[config.mk]
export PLATFORM = sky130hd
export DESIGN_NAME = mse_res_fifo
export DESIGN_NICKNAME = d
export VERILOG_FILES = /design/src/hw/rtl/mse_pkg.sv /design/src/hw/rtl/mse_res_fifo.sv
export SDC_FILE = /design/constraint.sdc
export NUM_CORES = 1
export LEC_CHECK = 0
export BUFFER_PORTS_ARGS = -buffer_cell sky130_fd_sc_hd__buf_2
export CAP_MARGIN = 20
export CORE_ASPECT_RATIO = 0.5
export CORE_MARGIN = 3
export CORE_UTILIZATION = 57
export DETAILED_ROUTE_END_ITERATION = 7
export GPL_ROUTABILITY_DRIVEN = 0
export GPL_TIMING_DRIVEN = 1
export PLACE_DENSITY_LB_ADDON = 0.05
export SYNTH_ARGS = -nofsm -noshare
export SYNTH_HDL_FRONTEND = slang
export SYNTH_SLANG_ARGS = --single-unit
[constraint.sdc]
create_clock -name i_clk -period 3.5 [get_ports i_clk]
set_input_delay 0.175 -clock i_clk [delete_from_list [all_inputs] [get_ports i_clk]]
set_output_delay 0.175 -clock i_clk [all_outputs]
set_load 0.01 [all_outputs]
[src/hw/rtl/mse_pkg.sv]
// ----------------------------------------------------------------------------
// mse_pkg
// Shared widths, opcode and function codes, and stage structs for the
// MIPS integer subset execute block.
// ----------------------------------------------------------------------------
package mse_pkg;

    localparam int unsigned DATA_WORDS_DEF = 1024;
    localparam int unsigned WORD_W         = 32;
    localparam int unsigned PC_W           = 26;
    localparam int unsigned REG_AW         = 5;
    localparam int unsigned REG_NUM        = 32;
    localparam int unsigned SIDX_W         = 10;
    localparam int unsigned LIDX_W         = 10;
    localparam int unsigned WADDR_W        = 30;
    localparam int unsigned RES_DEPTH      = 4;
    localparam int unsigned RES_PW         = 2;
    localparam int unsigned RES_CW         = 3;

    // primary opcodes
    localparam logic [5:0] OP_RTYPE = 6'b000000;
    localparam logic [5:0] OP_J     = 6'b000010;
    localparam logic [5:0] OP_JAL   = 6'b000011;
    localparam logic [5:0] OP_BEQ   = 6'b000100;
    localparam logic [5:0] OP_BNE   = 6'b000101;
    localparam logic [5:0] OP_ADDI  = 6'b001000;
    localparam logic [5:0] OP_ADDIU = 6'b001001;
    localparam logic [5:0] OP_SLTI  = 6'b001010;
    localparam logic [5:0] OP_SLTIU = 6'b001011;
    localparam logic [5:0] OP_ANDI  = 6'b001100;
    localparam logic [5:0] OP_ORI   = 6'b001101;
    localparam logic [5:0] OP_LUI   = 6'b001111;
    localparam logic [5:0] OP_LW    = 6'b100011;
    localparam logic [5:0] OP_SW    = 6'b101011;

    // function codes for register-type instructions
    localparam logic [5:0] FN_SLL  = 6'b000000;
    localparam logic [5:0] FN_SRL  = 6'b000010;
    localparam logic [5:0] FN_ADD  = 6'b100000;
    localparam logic [5:0] FN_ADDU = 6'b100001;
    localparam logic [5:0] FN_SUB  = 6'b100010;
    localparam logic [5:0] FN_SUBU = 6'b100011;
    localparam logic [5:0] FN_AND  = 6'b100100;
    localparam logic [5:0] FN_OR   = 6'b100101;
    localparam logic [5:0] FN_SLT  = 6'b101010;
    localparam logic [5:0] FN_SLTU = 6'b101011;

    localparam logic [REG_AW-1:0] REG_LINK = 5'd31;

    // execute stage outcome
    typedef struct packed {
        logic [PC_W-1:0]    npc;
        logic               wr;
        logic [REG_AW-1:0]  dst;
        logic [WORD_W-1:0]  val;
        logic               lw_wb;
        logic               mem;
        logic               st;
        logic [WADDR_W-1:0] word_addr;
        logic               unk;
    } t_ex;

    // one result item
    typedef struct packed {
        logic [PC_W-1:0]   next_pc;
        logic              wrote_reg;
        logic [REG_AW-1:0] dest_reg;
        logic [WORD_W-1:0] write_value;
        logic              stored;
        logic [SIDX_W-1:0] store_index;
        logic              unknown_op;
    } t_res;

    // (b * 2^sh) mod d, evaluated at elaboration for the index tables
    function automatic int unsigned mse_residue(int unsigned b, int unsigned sh,
                                                int unsigned d);
        int unsigned r;
        r = b;
        for (int i = 0; i < 256; i++) begin
            if (r >= d) r = r - d;
        end
        for (int k = 0; k < 32; k++) begin
            if (k < sh) begin
                r = r << 1;
                if (r >= d) r = r - d;
            end
        end
        return r;
    endfunction

endpackage

[src/hw/rtl/mse_res_fifo.sv]
// ----------------------------------------------------------------------------
// mse_res_fifo
// Small result queue between the writeback stage and the output channel.
// ----------------------------------------------------------------------------
module mse_res_fifo (
    input  logic            i_clk,
    input  logic            i_rst_n,
    input  logic            i_push,
    input  mse_pkg::t_res   i_data,
    input  logic            i_pop,
    output logic            o_valid,
    output mse_pkg::t_res   o_data
);
    import mse_pkg::*;

    t_res              r_mem [RES_DEPTH];
    logic [RES_PW-1:0] r_wp;
    logic [RES_PW-1:0] r_rp;
    logic [RES_CW-1:0] r_cnt;
    logic [RES_CW-1:0] n_cnt;

    always_comb begin
        n_cnt = r_cnt;
        if (i_push && !i_pop) n_cnt = r_cnt + 1'b1;
        if (!i_push && i_pop) n_cnt = r_cnt - 1'b1;
    end

    always_ff @(posedge i_clk) begin
        if (!i_rst_n) begin
            r_wp  <= '0;
            r_rp  <= '0;
            r_cnt <= '0;
        end else begin
            r_cnt <= n_cnt;
            if (i_push) r_wp <= r_wp + 1'b1;
            if (i_pop)  r_rp <= r_rp + 1'b1;
        end
    end

    always_ff @(posedge i_clk) begin
        if (i_push) begin
            r_mem[r_wp] <= i_data;
        end
    end

    assign o_valid = r_cnt != '0;
    assign o_data  = r_mem[r_rp];

endmodule

==> results.toml <==
[setup_path]
rr_worst_depth = 4
cp_slowest_cell = "dfxtp_4"
rrSetupSlack_ns = 1.55
cp.arrival_ns = 2.26
startpoint_type = "register"
criticalPathCategory = "register to output pin"
crit_chain = "buf_4 > mux4_2 > buf_2"
critPathCaptureType = "output pin"
critPathMaxFanout = 19
reg2reg_from = "r_wp[0]"
slowest_delay_ns = 0.61
r2r_end = "r_mem[2][30]"
critical_path_required_ns = 3.32

[grt]
grt.overflow.total = 0
grt_first_pass_wirelength_um = 33450
grt_max_degree = 49
grt_pass1_vias = 5980
grt_antenna_before_repair = 0
track_usage_pct = 20.15

[yosys]
yosysSeqAreaShare_pct = 81.26
syn-cell-area_mm2 = 0.01146
ys_async_sr_fraction_pct = 0
ys_warn_count = 0
yosys.area.top_type = "edfxtp_1"
synth-edff-count = 304
syn_avg_cell_area_um2 = 25.92
synth-main-ff-cell = "edfxtp_1"
syn_nets = 528
synth.distinct_cells = 20
postSynthCellCount = 442
synth_top_area_share_pct = 79.69
synth_area_leaders = "edfxtp_1 80%, mux4_2 15%, dfxtp_1 1.6%, buf_12 0.87%, and2_1 0.55%"
ys_ff_latch = 313

[timing]
finalCriticalPeriod_ns = 2.438
period_share_pct = 69.67
tns_ns = 0
rsz0062_at_grt = "no"
fin_skew_ns = 0.01422
hold_viol = 0
worst_pin_slew_ns = 0.7536
fmax_mhz = 410.1
final-setup-viol-count = 0
relSlewSlack_pct = 49.76
whs_ns = 0.03726
slew_viol_final = 0

[floorplan]
core_mm2 = 0.01905
die_w_um = 206.5
start_util_pct = 60.14
ios = 157
die-area_mm2 = 0.02194
die-height_um = 106.2
num_rows = 35

[drt]
drtIter0Drc = 279
dr.pass1.iters = 5
drtAntennaViolNets = 0
wl_per_cell_um = 21.34
wirelength_um = 20850
num_vias = 5361
via_per_inst = 5.487
drcViolationCount = 0

[final_layout]
mostFrequentLayoutCell = "edfxtp_1"
final_nets = 785
final_util_pct = 74.01
drive_above_1_share_pct = 40.25
syn_to_final_growth_pct = 23.07
layout_common_cells = "304 x edfxtp_1, 156 x buf_2, 77 x dlygate4sd3_1, 76 x mux4_2, 27 x clkbuf_16"
num_antenna_cells = 0

[placed_design]
place_hpwl_um = 12260
port_buffers = 156

[power]
power_density_mw_per_mm2 = 560.5
power_leakage_nw = 4.814
max-vdd-ir-drop_mv = 0.4126
total_power_mw = 7.902

[clocking]
clk_latency_ns = 0.51
clkTransAtPathRegs_ns = 0.06
cts-htree-levels = 1
clock-sinks = 313
cts.root.buffer_cell = "clkbuf_16"
cts_made_buffers = 26
post_cts_resized = 0
cts_tree = "yes"
cts_buffer_depth = 3

[min_path]
hold_class = "primary input to register"
hp-start = "i_pop"
min_path_cells = 3

[run_status]
status = "completed"

[job]
cap_violations = 0
final cells by class:
type                       instances  area [um2]
clock inverter                    17       110.1
multi-input combinational        106        1964
clock buffer                      30       686.9
timing repair buffer             246        1674
fill                            1104        4951
inverter                           6       22.52
tap                              259       324.1
sequential                       313        9316
stage by stage:
| step | instances | instance area [um2] | setup WS [ns] |
|---|---|---|---|
| CTS | 977 | 14100 | 0.9696 |
| floorplan | 442 | 11460 | 0.7429 |
| global placement | 853 | 12530 | 1.559 |
| finish | 977 | 14100 | 1.062 |
| global route | 977 | 14100 | 0.8960 |
| detailed placement | 853 | 12530 | 1.519 |
critical path: cells and delay by family, from the launching register on:
kind,cells,cell delay (ns)
buffers and inverters,2,0.55
flip-flops,1,0.61
multiplexers,1,0.56
power breakdown:
| part | total (mW) | internal, mW | switching, mW | leakage (nW) |
|---|---|---|---|---|
| combinational | 0.824 | 0.415 | 0.409 | 1.56 |
| clock | 2.71 | 1.48 | 1.23 | 0.388 |
| sequential | 4.37 | 4.30 | 0.0706 | 2.87 |
| total | 7.90 | 6.20 | 1.71 | 4.81 |
Yosys cell counts (3+ instances only):
library cell  number
buf_12             5
buf_2              5
ha_1               5
and2_1            10
dfxtp_1            9
edfxtp_1         304
buf_1              3
xor2_1             3
inv_1              6
mux4_2            76
buf_4              3
what timing repair did:
item                                   in CTS  in global routing
endpoints found under the hold margin     313                  0
buffers inserted                            0                  0
hold buffers                               77                  0
worst max-delay path by stage:
stage / startpoint / to / cells after the start
6_report: register / o_data[29] / 3
5_1_grt: register / o_data[29] / 3
4_1_cts: register / o_data[29] / 3
3_5_place_dp: r_wp[0] / r_mem[2][30] / 4
3_3_place_gp: register / o_data[29] / 3
2_1_floorplan: r_wp[0] / r_mem[0][0] / 3
state kept, by name, summed over array words and instances, names as in the netlist, named ones only:
name and count:
r_cnt 3, r_mem 304, r_rp 2, r_wp 2
routing by layer:
metal | global-route usage, % | routed length, um | up-vias
li1 | - | - | 2400
met1 | 28.02 | 8807 | 2772
met2 | 34.11 | 10540 | 166
met3 | 3.671 | 1233 | 23
met4 | 4.548 | 271 | 0
met5 | 0 | 0 | -
cell families (layout without fill, tap and decap cells):
| kind of cell | after synthesis | in the layout | share of synthesized area [%] |
|---|---|---|---|
| xor gates and xnor gates | 5 | 5 | 0.3823 |
| adders and majority gates | 6 | 6 | 0.7208 |
| buffers and inverters | 23 | 299 | 1.682 |
| DFF | 313 | 313 | 81.26 |
| AOI/OAI and AO/OA | 3 | 3 | 0.1529 |
| muxes | 77 | 77 | 15.03 |
| and+or+nand+nor | 15 | 15 | 0.7755 |
Power figures use the tool's default switching activity.
