`config.mk`:
```
export PLATFORM = sky130hd
export DESIGN_NAME = mse_exec
export DESIGN_NICKNAME = d
export VERILOG_FILES = /design/src/hw/rtl/mse_pkg.sv /design/src/hw/rtl/mse_exec.sv
export SDC_FILE = /design/constraint.sdc
export NUM_CORES = 1
export LEC_CHECK = 0
export ABC_AREA = 1
export BUFFER_PORTS_ARGS = -buffer_cell sky130_fd_sc_hd__buf_2
export CAP_MARGIN = 5
export CELL_PAD_IN_SITES_DETAIL_PLACEMENT = 1
export CELL_PAD_IN_SITES_GLOBAL_PLACEMENT = 1
export CORE_UTILIZATION = 30
export DETAILED_ROUTE_END_ITERATION = 8
export PLACE_DENSITY_LB_ADDON = 0.1
export SETUP_SLACK_MARGIN = 0.2
export SLEW_MARGIN = 20
export SYNTH_ARGS = -nofsm -noshare
export SYNTH_HDL_FRONTEND = slang
export SYNTH_SLANG_ARGS = --single-unit
```
`constraint.sdc`:
```
create_clock -name vclk -period 2.7
set_input_delay 0.135 -clock vclk [all_inputs]
set_output_delay 0.135 -clock vclk [all_outputs]
set_load 0.01 [all_outputs]
```
`src/hw/rtl/mse_pkg.sv`:
```
// ----------------------------------------------------------------------------
// mse_pkg
// Shared widths, opcode and function codes, and stage structs for the
// MIPS integer subset execute block.
// ----------------------------------------------------------------------------
package mse_pkg;

    localparam int unsigned DATA_WORDS_DEF = 1024;
    localparam int unsigned WORD_W         = 32;
    localparam int unsigned PC_W           = 26;
    localparam int unsigned REG_AW         = 5;
    localparam int unsigned REG_NUM        = 32;
    localparam int unsigned SIDX_W         = 10;
    localparam int unsigned LIDX_W         = 10;
    localparam int unsigned WADDR_W        = 30;
    localparam int unsigned RES_DEPTH      = 4;
    localparam int unsigned RES_PW         = 2;
    localparam int unsigned RES_CW         = 3;

    // primary opcodes
    localparam logic [5:0] OP_RTYPE = 6'b000000;
    localparam logic [5:0] OP_J     = 6'b000010;
    localparam logic [5:0] OP_JAL   = 6'b000011;
    localparam logic [5:0] OP_BEQ   = 6'b000100;
    localparam logic [5:0] OP_BNE   = 6'b000101;
    localparam logic [5:0] OP_ADDI  = 6'b001000;
    localparam logic [5:0] OP_ADDIU = 6'b001001;
    localparam logic [5:0] OP_SLTI  = 6'b001010;
    localparam logic [5:0] OP_SLTIU = 6'b001011;
    localparam logic [5:0] OP_ANDI  = 6'b001100;
    localparam logic [5:0] OP_ORI   = 6'b001101;
    localparam logic [5:0] OP_LUI   = 6'b001111;
    localparam logic [5:0] OP_LW    = 6'b100011;
    localparam logic [5:0] OP_SW    = 6'b101011;

    // function codes for register-type instructions
    localparam logic [5:0] FN_SLL  = 6'b000000;
    localparam logic [5:0] FN_SRL  = 6'b000010;
    localparam logic [5:0] FN_ADD  = 6'b100000;
    localparam logic [5:0] FN_ADDU = 6'b100001;
    localparam logic [5:0] FN_SUB  = 6'b100010;
    localparam logic [5:0] FN_SUBU = 6'b100011;
    localparam logic [5:0] FN_AND  = 6'b100100;
    localparam logic [5:0] FN_OR   = 6'b100101;
    localparam logic [5:0] FN_SLT  = 6'b101010;
    localparam logic [5:0] FN_SLTU = 6'b101011;

    localparam logic [REG_AW-1:0] REG_LINK = 5'd31;

    // execute stage outcome
    typedef struct packed {
        logic [PC_W-1:0]    npc;
        logic               wr;
        logic [REG_AW-1:0]  dst;
        logic [WORD_W-1:0]  val;
        logic               lw_wb;
        logic               mem;
        logic               st;
        logic [WADDR_W-1:0] word_addr;
        logic               unk;
    } t_ex;

    // one result item
    typedef struct packed {
        logic [PC_W-1:0]   next_pc;
        logic              wrote_reg;
        logic [REG_AW-1:0] dest_reg;
        logic [WORD_W-1:0] write_value;
        logic              stored;
        logic [SIDX_W-1:0] store_index;
        logic              unknown_op;
    } t_res;

    // (b * 2^sh) mod d, evaluated at elaboration for the index tables
    function automatic int unsigned mse_residue(int unsigned b, int unsigned sh,
                                                int unsigned d);
        int unsigned r;
        r = b;
        for (int i = 0; i < 256; i++) begin
            if (r >= d) r = r - d;
        end
        for (int k = 0; k < 32; k++) begin
            if (k < sh) begin
                r = r << 1;
                if (r >= d) r = r - d;
            end
        end
        return r;
    endfunction

endpackage

```
`src/hw/rtl/mse_exec.sv`:
```
// ----------------------------------------------------------------------------
// mse_exec
// Decode and execute of one instruction: ALU, compare, branch and jump
// target, and load/store word address.
// ----------------------------------------------------------------------------
module mse_exec (
    input  logic                        i_mode,
    input  logic [mse_pkg::WORD_W-1:0]  i_instr,
    input  logic [mse_pkg::PC_W-1:0]    i_pc,
    input  logic [mse_pkg::WORD_W-1:0]  i_a,
    input  logic [mse_pkg::WORD_W-1:0]  i_b,
    output mse_pkg::t_ex                o_ex
);
    import mse_pkg::*;

    logic [5:0]        op;
    logic [5:0]        fn;
    logic [REG_AW-1:0] rt;
    logic [REG_AW-1:0] rd;
    logic [4:0]        sh;
    logic [15:0]       imm;
    logic [WORD_W-1:0] simm;
    logic [WORD_W-1:0] zimm;
    logic [WORD_W-1:0] addr;
    logic [PC_W-1:0]   pc_inc;
    logic              a_lt_b_s;
    logic              a_lt_b_u;
    logic              a_lt_i_s;
    logic              a_lt_i_u;
    t_ex               ex;

    assign op   = i_instr[31:26];
    assign rt   = i_instr[20:16];
    assign rd   = i_instr[15:11];
    assign sh   = i_instr[10:6];
    assign fn   = i_instr[5:0];
    assign imm  = i_instr[15:0];
    assign simm = {{16{imm[15]}}, imm};
    assign zimm = {16'h0000, imm};
    assign addr = i_a + simm;
    assign pc_inc = i_pc + 1'b1;

    assign a_lt_b_s = $signed(i_a) < $signed(i_b);
    assign a_lt_b_u = i_a < i_b;
    assign a_lt_i_s = $signed(i_a) < $signed(simm);
    assign a_lt_i_u = i_a < simm;

    always_comb begin
        ex           = '0;
        ex.npc       = pc_inc;
        ex.word_addr = addr[31:2];
        if (i_mode) begin
            ex.npc = i_pc;
        end else begin
            unique case (op)
                OP_RTYPE: begin
                    ex.wr  = 1'b1;
                    ex.dst = rd;
                    unique case (fn)
                        FN_ADD, FN_ADDU: ex.val = i_a + i_b;
                        FN_SUB, FN_SUBU: ex.val = i_a - i_b;
                        FN_AND:          ex.val = i_a & i_b;
                        FN_OR:           ex.val = i_a | i_b;
                        FN_SLT:          ex.val = WORD_W'(a_lt_b_s);
                        FN_SLTU:         ex.val = WORD_W'(a_lt_b_u);
                        FN_SLL:          ex.val = i_b << sh;
                        FN_SRL:          ex.val = i_b >> sh;
                        default: begin
                            ex.wr  = 1'b0;
                            ex.unk = 1'b1;
                        end
                    endcase
                end
                OP_ADDI, OP_ADDIU: begin
                    ex.wr  = 1'b1;
                    ex.dst = rt;
                    ex.val = addr;
                end
                OP_ANDI: begin
                    ex.wr  = 1'b1;
                    ex.dst = rt;
                    ex.val = i_a & zimm;
                end
                OP_ORI: begin
                    ex.wr  = 1'b1;
                    ex.dst = rt;
                    ex.val = i_a | zimm;
                end
                OP_SLTI: begin
                    ex.wr  = 1'b1;
                    ex.dst = rt;
                    ex.val = WORD_W'(a_lt_i_s);
                end
                OP_SLTIU: begin
                    ex.wr  = 1'b1;
                    ex.dst = rt;
                    ex.val = WORD_W'(a_lt_i_u);
                end
                OP_LUI: begin
                    ex.wr  = 1'b1;
                    ex.dst = rt;
                    ex.val = {imm, 16'h0000};
                end
                OP_LW: begin
                    ex.wr    = 1'b1;
                    ex.dst   = rt;
                    ex.lw_wb = 1'b1;
                    ex.mem   = 1'b1;
                end
                OP_SW: begin
                    ex.st  = 1'b1;
                    ex.mem = 1'b1;
                end
                OP_BEQ, OP_BNE: begin
                    if ((op == OP_BEQ) == (i_a == i_b)) begin
                        ex.npc = pc_inc + simm[PC_W-1:0];
                    end
                end
                OP_J: begin
                    ex.npc = i_instr[PC_W-1:0];
                end
                OP_JAL: begin
                    ex.wr  = 1'b1;
                    ex.dst = REG_LINK;
                    ex.val = WORD_W'(pc_inc);
                    ex.npc = i_instr[PC_W-1:0];
                end
                default: begin
                    ex.unk = 1'b1;
                end
            endcase
            // writes to register zero are dropped and not reported
            if (!ex.wr || ex.dst == '0) begin
                ex.wr    = 1'b0;
                ex.dst   = '0;
                ex.val   = '0;
                ex.lw_wb = 1'b0;
            end
        end
    end

    assign o_ex = ex;

endmodule

```
==> results.ini, run 1 <==
[clocking]
postCtsHoldBufs=0

[yosys]
syn_avg_cell_area_um2=4.99
synth_compound_area_frac=0.187
yosys.area.top_type=nand2_1
synthSimpleGateAreaFrac=0.489
ys_warn_count=0
ys_types=50
ys_seq_area_frac=0
yosys.area_share.xor_xnor=0.0179
syn_area_um2=17100
synth_top_family_by_area=simple AND/OR/NAND/NOR gates
syn-instance-count=3435
synth_area_leaders=nand2_1 21%, ha_1 15%, nand3_1 14%, inv_1 11%, a21oi_1 7.6%
synthAdderAreaFrac=0.159
synth_top_area_frac=0.213
synth_nets=3773
synth_mux_area_frac=0.000584

[timing]
timing.slew.headroom=0.517
hold_viol=0
fmax_mhz=315
min_period_over_period=1.18
rsz0062_at_grt=yes
finalMaxSlewViolations=0
setup_violations=44
setup_ws_ns=-0.477
final.setup.tns_ns=-11.18
tightest_slew_ns=0.720
final.min_clock_period_ns=3.18

[floorplan]
num_rows=87
initial_utilization=0.304
dieArea_um2=58100
die_y_um=241
io_pins=221
chipWidth_um=241
core_area_um2=56400

[detailed_routing]
drt-total-wl_mm=154
firstDrtPassIters=6
dr_wl_met2_mm=63.9
dr_wl_met3_mm=19.1
wire_per_inst_um=29.4
drc=0
wl_met1_mm=58.7
routed.top_layer=met5
ant_nets=0
vias=31700
viasPerCell=6.04
initialDrtViolationCount=3227

[layout]
layout-drive-gt1-share=0.494
seqCellArea_um2=0
clkbuf_count=0
layout.nets=4817
fillers=7550
nFlopsAndLatches=0
syn_to_final_growth_pct=87.8

[run_status]
violations=setup timing
status=complete, but fails checks

[critical_path]
worstPathMaxFanout=4
start_kind=input port
cp-end-kind=primary output
worstPathRequired_ns=2.57
crit_type=input port to primary output
crit_arrival_ns=3.04

[global_route]
grt_max_degree=75
grt_usage=0.454
antenna_found_initial=21
grt_overflow=0
grt_pass1_vias=30300
grt_pass1_wl_mm=196

[run]
max_cap_viol_count=0

[worst_hold_path]
hp-class=input port to primary output

[place]
portBuffers=221
post-dp-hpwl_mm=112
place.gp.congestion=1.09

cells in the final DEF, fill, tap and decap left out, drive strengths merged:
master    instances
fa                4
o22ai            38
clkbuf            3
nand4            49
a22oi            10
or2              12
o221ai            8
o21bai           13
a21oi           260
ha              211
o2111ai           3
xnor2             8
nand2b            1
a211oi            3
mux2i             1
a221oi           10
inv             527
a21o              6
xor2             27
nand3           484
nor3             47
nor2            344
o31ai             2
clkinvlp          4
a21boi            1
a31oi            15
nor4             11
and2             24
o211a             1
o21a             12
nand3b           13
clkinv            2
diode             8
o211ai           33
buf            1157
nand2           975
o21ai           154
and3              4
cell families (layout without fill, tap and decap cells):
group,Yosys count,count (layout)
AOI/OAI and AO/OA,569,569
buffers and inverters,652,1693
muxes,1,1
and+or+nand+nor,1963,1964
other,0,8
adders and majority gates,215,215
xor gates and xnor gates,35,35
worst max-delay path, cell delays in order:
cell	delay, ns
buf_12	0.09
clkinvlp_4	0.14
nor3_4	0.28
buf_4	0.15
buf_4	0.10
buf_4	0.11
nand4_1	0.17
nand2_2	0.15
inv_2	0.07
ha_4	0.29
inv_1	0.08
buf_4	0.16
o31ai_2	0.32
a21oi_2	0.08
nand3_2	0.09
nand2_1	0.07
nand3_2	0.10
nand2_1	0.08
a21oi_2	0.20
buf_2	0.16
routing by layer:
| layer | up-vias | global-route usage |
|---|---|---|
| li1 | 13300 | - |
| met1 | 15400 | 0.582 |
| met2 | 2138 | 0.697 |
| met3 | 788 | 0.103 |
| met4 | 22 | 0.257 |
| met5 | - | 0 |
synthesized netlist by cell type (2+ instances only):
| cell | number |
|---|---|
| a211oi_1 | 3 |
| a21o_1 | 6 |
| a21oi_1 | 259 |
| a221oi_1 | 10 |
| a22oi_1 | 10 |
| a31oi_1 | 15 |
| and2_1 | 24 |
| and3_1 | 4 |
| buf_1 | 17 |
| buf_2 | 32 |
| buf_6 | 3 |
| clkbuf_1 | 67 |
| clkinv_1 | 3 |
| fa_1 | 4 |
| ha_1 | 211 |
| inv_1 | 517 |
| inv_2 | 13 |
| nand2_1 | 970 |
| nand2_2 | 4 |
| nand3_1 | 481 |
| nand3_2 | 2 |
| nand3b_1 | 13 |
| nand4_1 | 49 |
| nor2_1 | 343 |
| nor3_1 | 45 |
| nor3_2 | 2 |
| nor4_1 | 10 |
| o2111ai_1 | 3 |
| o211ai_1 | 33 |
| o21a_1 | 12 |
| o21ai_0 | 149 |
| o21ai_1 | 4 |
| o21bai_1 | 13 |
| o221ai_1 | 8 |
| o22ai_1 | 38 |
| o31ai_1 | 2 |
| or2_2 | 10 |
| xnor2_1 | 8 |
| xor2_1 | 27 |
metrics by stage:
step | setup WS, ns | hold WS, ns | util | instances | instance area (um^2)
5_1_grt | -0.609 | 0.714 | 0.570 | 5235 | 32200
2_1_floorplan | 0.209 | 0.415 | - | 3435 | 17200
3_3_place_gp | -0.633 | 0.656 | 0.442 | 5080 | 24900
4_1_cts | -0.261 | 0.663 | 0.514 | 5167 | 29000
6_report | -0.477 | 0.664 | 0.571 | 5241 | 32200
3_5_place_dp | -0.762 | 0.662 | 0.442 | 5080 | 24900
repair_timing:
action / CTS / global route
resized for setup: 872 / 714
pin swaps: 206 / 307
endpoints found under the setup margin: 72 / 68
setup buffers: 86 / 66
hold endpoints to repair: 0 / 0
cloned: 1 / 0
final timing paths:
path	startpoint	endpoint	slack (ns)	cells after the start
max	i_pc[3]	o_ex[96]	-0.48	20
min	i_pc[25]	o_ex[97]	0.66	4
final cells by class:
class | instances | area (um^2) | share of cell area
multi-input cells | 2784 | 19900 | 0.619
repair buffers | 1160 | 9160 | 0.285
inverters | 533 | 2140 | 0.0665
well taps | 756 | 946 | 0.0294
diodes | 8 | 20.0 | 0.000622
==> run 2, diff against run 1 <==
--- a/config.mk
+++ b/config.mk
@@ -7,8 +7,7 @@
 export LEC_CHECK = 0
 export ABC_AREA = 1
 export BUFFER_PORTS_ARGS = -buffer_cell sky130_fd_sc_hd__buf_2
-export CAP_MARGIN = 5
-export CELL_PAD_IN_SITES_DETAIL_PLACEMENT = 1
+export CELL_PAD_IN_SITES_DETAIL_PLACEMENT = 0
 export CELL_PAD_IN_SITES_GLOBAL_PLACEMENT = 1
 export CORE_UTILIZATION = 30
 export DETAILED_ROUTE_END_ITERATION = 8
==> results.ini, run 2 (same netlist as run 1, synthesis figures left out) <==
[layout]
syn_to_final_growth_pct=84.5
clkbuf_count=0  ; unchanged
layout-drive-gt1-share=0.485  ; -0.00924
layout.nets=4793  ; -0.50%
multi_input_area_um2=19600  ; -1.3%
fillers=5767  ; -24%
nFlopsAndLatches=0  ; unchanged
final_cell_count_no_fill=5212  ; -0.55%
most-common-layout-cells=824 x buf_4, 723 x nand2_1, 393 x inv_1
mostFrequentLayoutCell=buf_4
seqCellArea_um2=0  ; unchanged

[detailed_routing]
drt-total-wl_mm=126  ; -18%
ant_nets=0  ; unchanged
drc=0  ; unchanged
firstDrtPassIters=6  ; unchanged
viasPerCell=5.56  ; -8.1%
initialDrtViolationCount=2826  ; -12%
wire_per_inst_um=24.2  ; -18%
vias=29000  ; -8.6%

[run]
max_cap_viol_count=0  ; unchanged

[global_route]
antenna_found_initial=7  ; -67%
grt_pass1_wl_mm=176  ; -10%
grt_usage=0.411  ; -0.0434
grt_max_degree=75  ; unchanged
grt_overflow=0  ; unchanged
grt_pass1_vias=27000  ; -11%

[timing]
tightest_slew_ns=0.780  ; +0.0600 ns
setup_violations=21  ; -52%
hold_ws_ns=0.654  ; -0.00948 ns
min_period_over_period=1.11  ; -0.0664
finalMaxSlewViolations=0  ; unchanged
fmax_mhz=334  ; +6.0%
timing.slew.headroom=0.477  ; -0.0402
final.min_clock_period_ns=3.00  ; -0.179 ns
rsz0062_at_grt=yes
hold_viol=0  ; unchanged
setup_ws_ns=-0.297  ; +0.179 ns

[floorplan]
num_rows=87  ; unchanged
initial_utilization=0.304  ; unchanged
dieArea_um2=58100  ; unchanged
die_y_um=241  ; unchanged
core_area_um2=56400  ; unchanged
chipWidth_um=241  ; unchanged
io_pins=221  ; unchanged

[critical_path]
worstPathRequired_ns=2.57  ; about the same
cp-end-kind=primary output
crit_arrival_ns=2.86  ; -0.18 ns
crit_type=input port to primary output
worstPathMaxFanout=4  ; unchanged
start_kind=input port

[worst_hold_path]
hp-class=input port to primary output

[run_status]
status=complete, but fails checks
violations=setup timing

[place]
numPlacedInstances=5080  ; unchanged
post-dp-hpwl_mm=105  ; -6.7%
place.gp.congestion=1.09  ; unchanged
portBuffers=221  ; unchanged

[power]
vdd_drop_max_mv=0.147
p_leak_uw=0.0160
p_per_area_nw_per_um2=214

[run 2: changes by cell type in the layout (fill, tap and decap cells not counted), sizes merged]
cell,previous run,this run
clkbuf,3,6
inv,527,528
nand3,484,483
clkinvlp,4,2
buf,1157,1131
diode,8,3
clkinv,2,3
[run 2: metal layers]
layer	track usage	up-vias	share of wire
li1	-	13300	-
met1	0.570	13900	0.43
met2	0.619	1490	0.42
met3	0.0701	331	0.092
met4	0.175	8	0.057
met5	0	-	0.00092
[run 2: final timing paths]
path  startpoint       end  slack (ns)  cells past startpoint
max      i_pc[0]  o_ex[97]       -0.30                     23
min     i_pc[25]  o_ex[97]        0.65                      4
[run 2: per-stage QoR]
| stage | utilization | instance area [um^2] | setup WS [ns] | setup TNS (ns) | total power, uW |
|---|---|---|---|---|---|
| after floorplan | - | 17200 | 0.209 | 0 | 2260 |
| after global placement | 0.442 | 24900 | -0.633 | -15.05 | 4980 |
| after detailed placement | 0.442 | 24900 | -0.660 | -14.95 | 4990 |
| after CTS | 0.501 | 28200 | -0.191 | -1.67 | 5760 |
| after global routing | 0.561 | 31600 | -0.431 | -5.67 | 7090 |
| final | 0.561 | 31600 | -0.297 | -3.48 | 6750 |
[run 2: repair_timing]
action / in CTS / in global routing
pin swaps: 200 / 326
endpoints found under the hold margin: 0 / 0
gates resized for setup: 746 / 741
buffers inserted: 45 / 84
hold buffers: 0 / 0
setup endpoints to repair: 73 / 66
[run 2: worst max-delay path: stages]
cell,delay [ns]
buf_8,0.09
ha_4,0.15
inv_4,0.04
nor3_4,0.28
nand2_2,0.17
buf_6,0.15
inv_2,0.04
nand2_2,0.06
xor2_2,0.20
inv_2,0.08
ha_4,0.26
buf_4,0.15
a21oi_2,0.16
nand2_1,0.10
a21oi_2,0.13
nand2_1,0.07
nor2_1,0.10
nand3_1,0.07
nand2_1,0.07
nand2_1,0.06
nand3_2,0.09
a21oi_2,0.08
buf_2,0.14
[run 2: cell type report]
| class | instances | share of cell area |
|---|---|---|
| diodes | 3 | 0.000237 |
| inverters | 533 | 0.0668 |
| multi-input cells | 2783 | 0.622 |
| well taps | 756 | 0.0299 |
| repair buffers | 1137 | 0.281 |
[run 2: report_power, final]
| part | internal, uW | switching [uW] |
|---|---|---|
| sequential | 0 | 0 |
| combinational | 2850 | 3900 |
| clock | 0.000156 | 0 |
| total | 2850 | 3900 |
(Power assumes the default switching activity.)
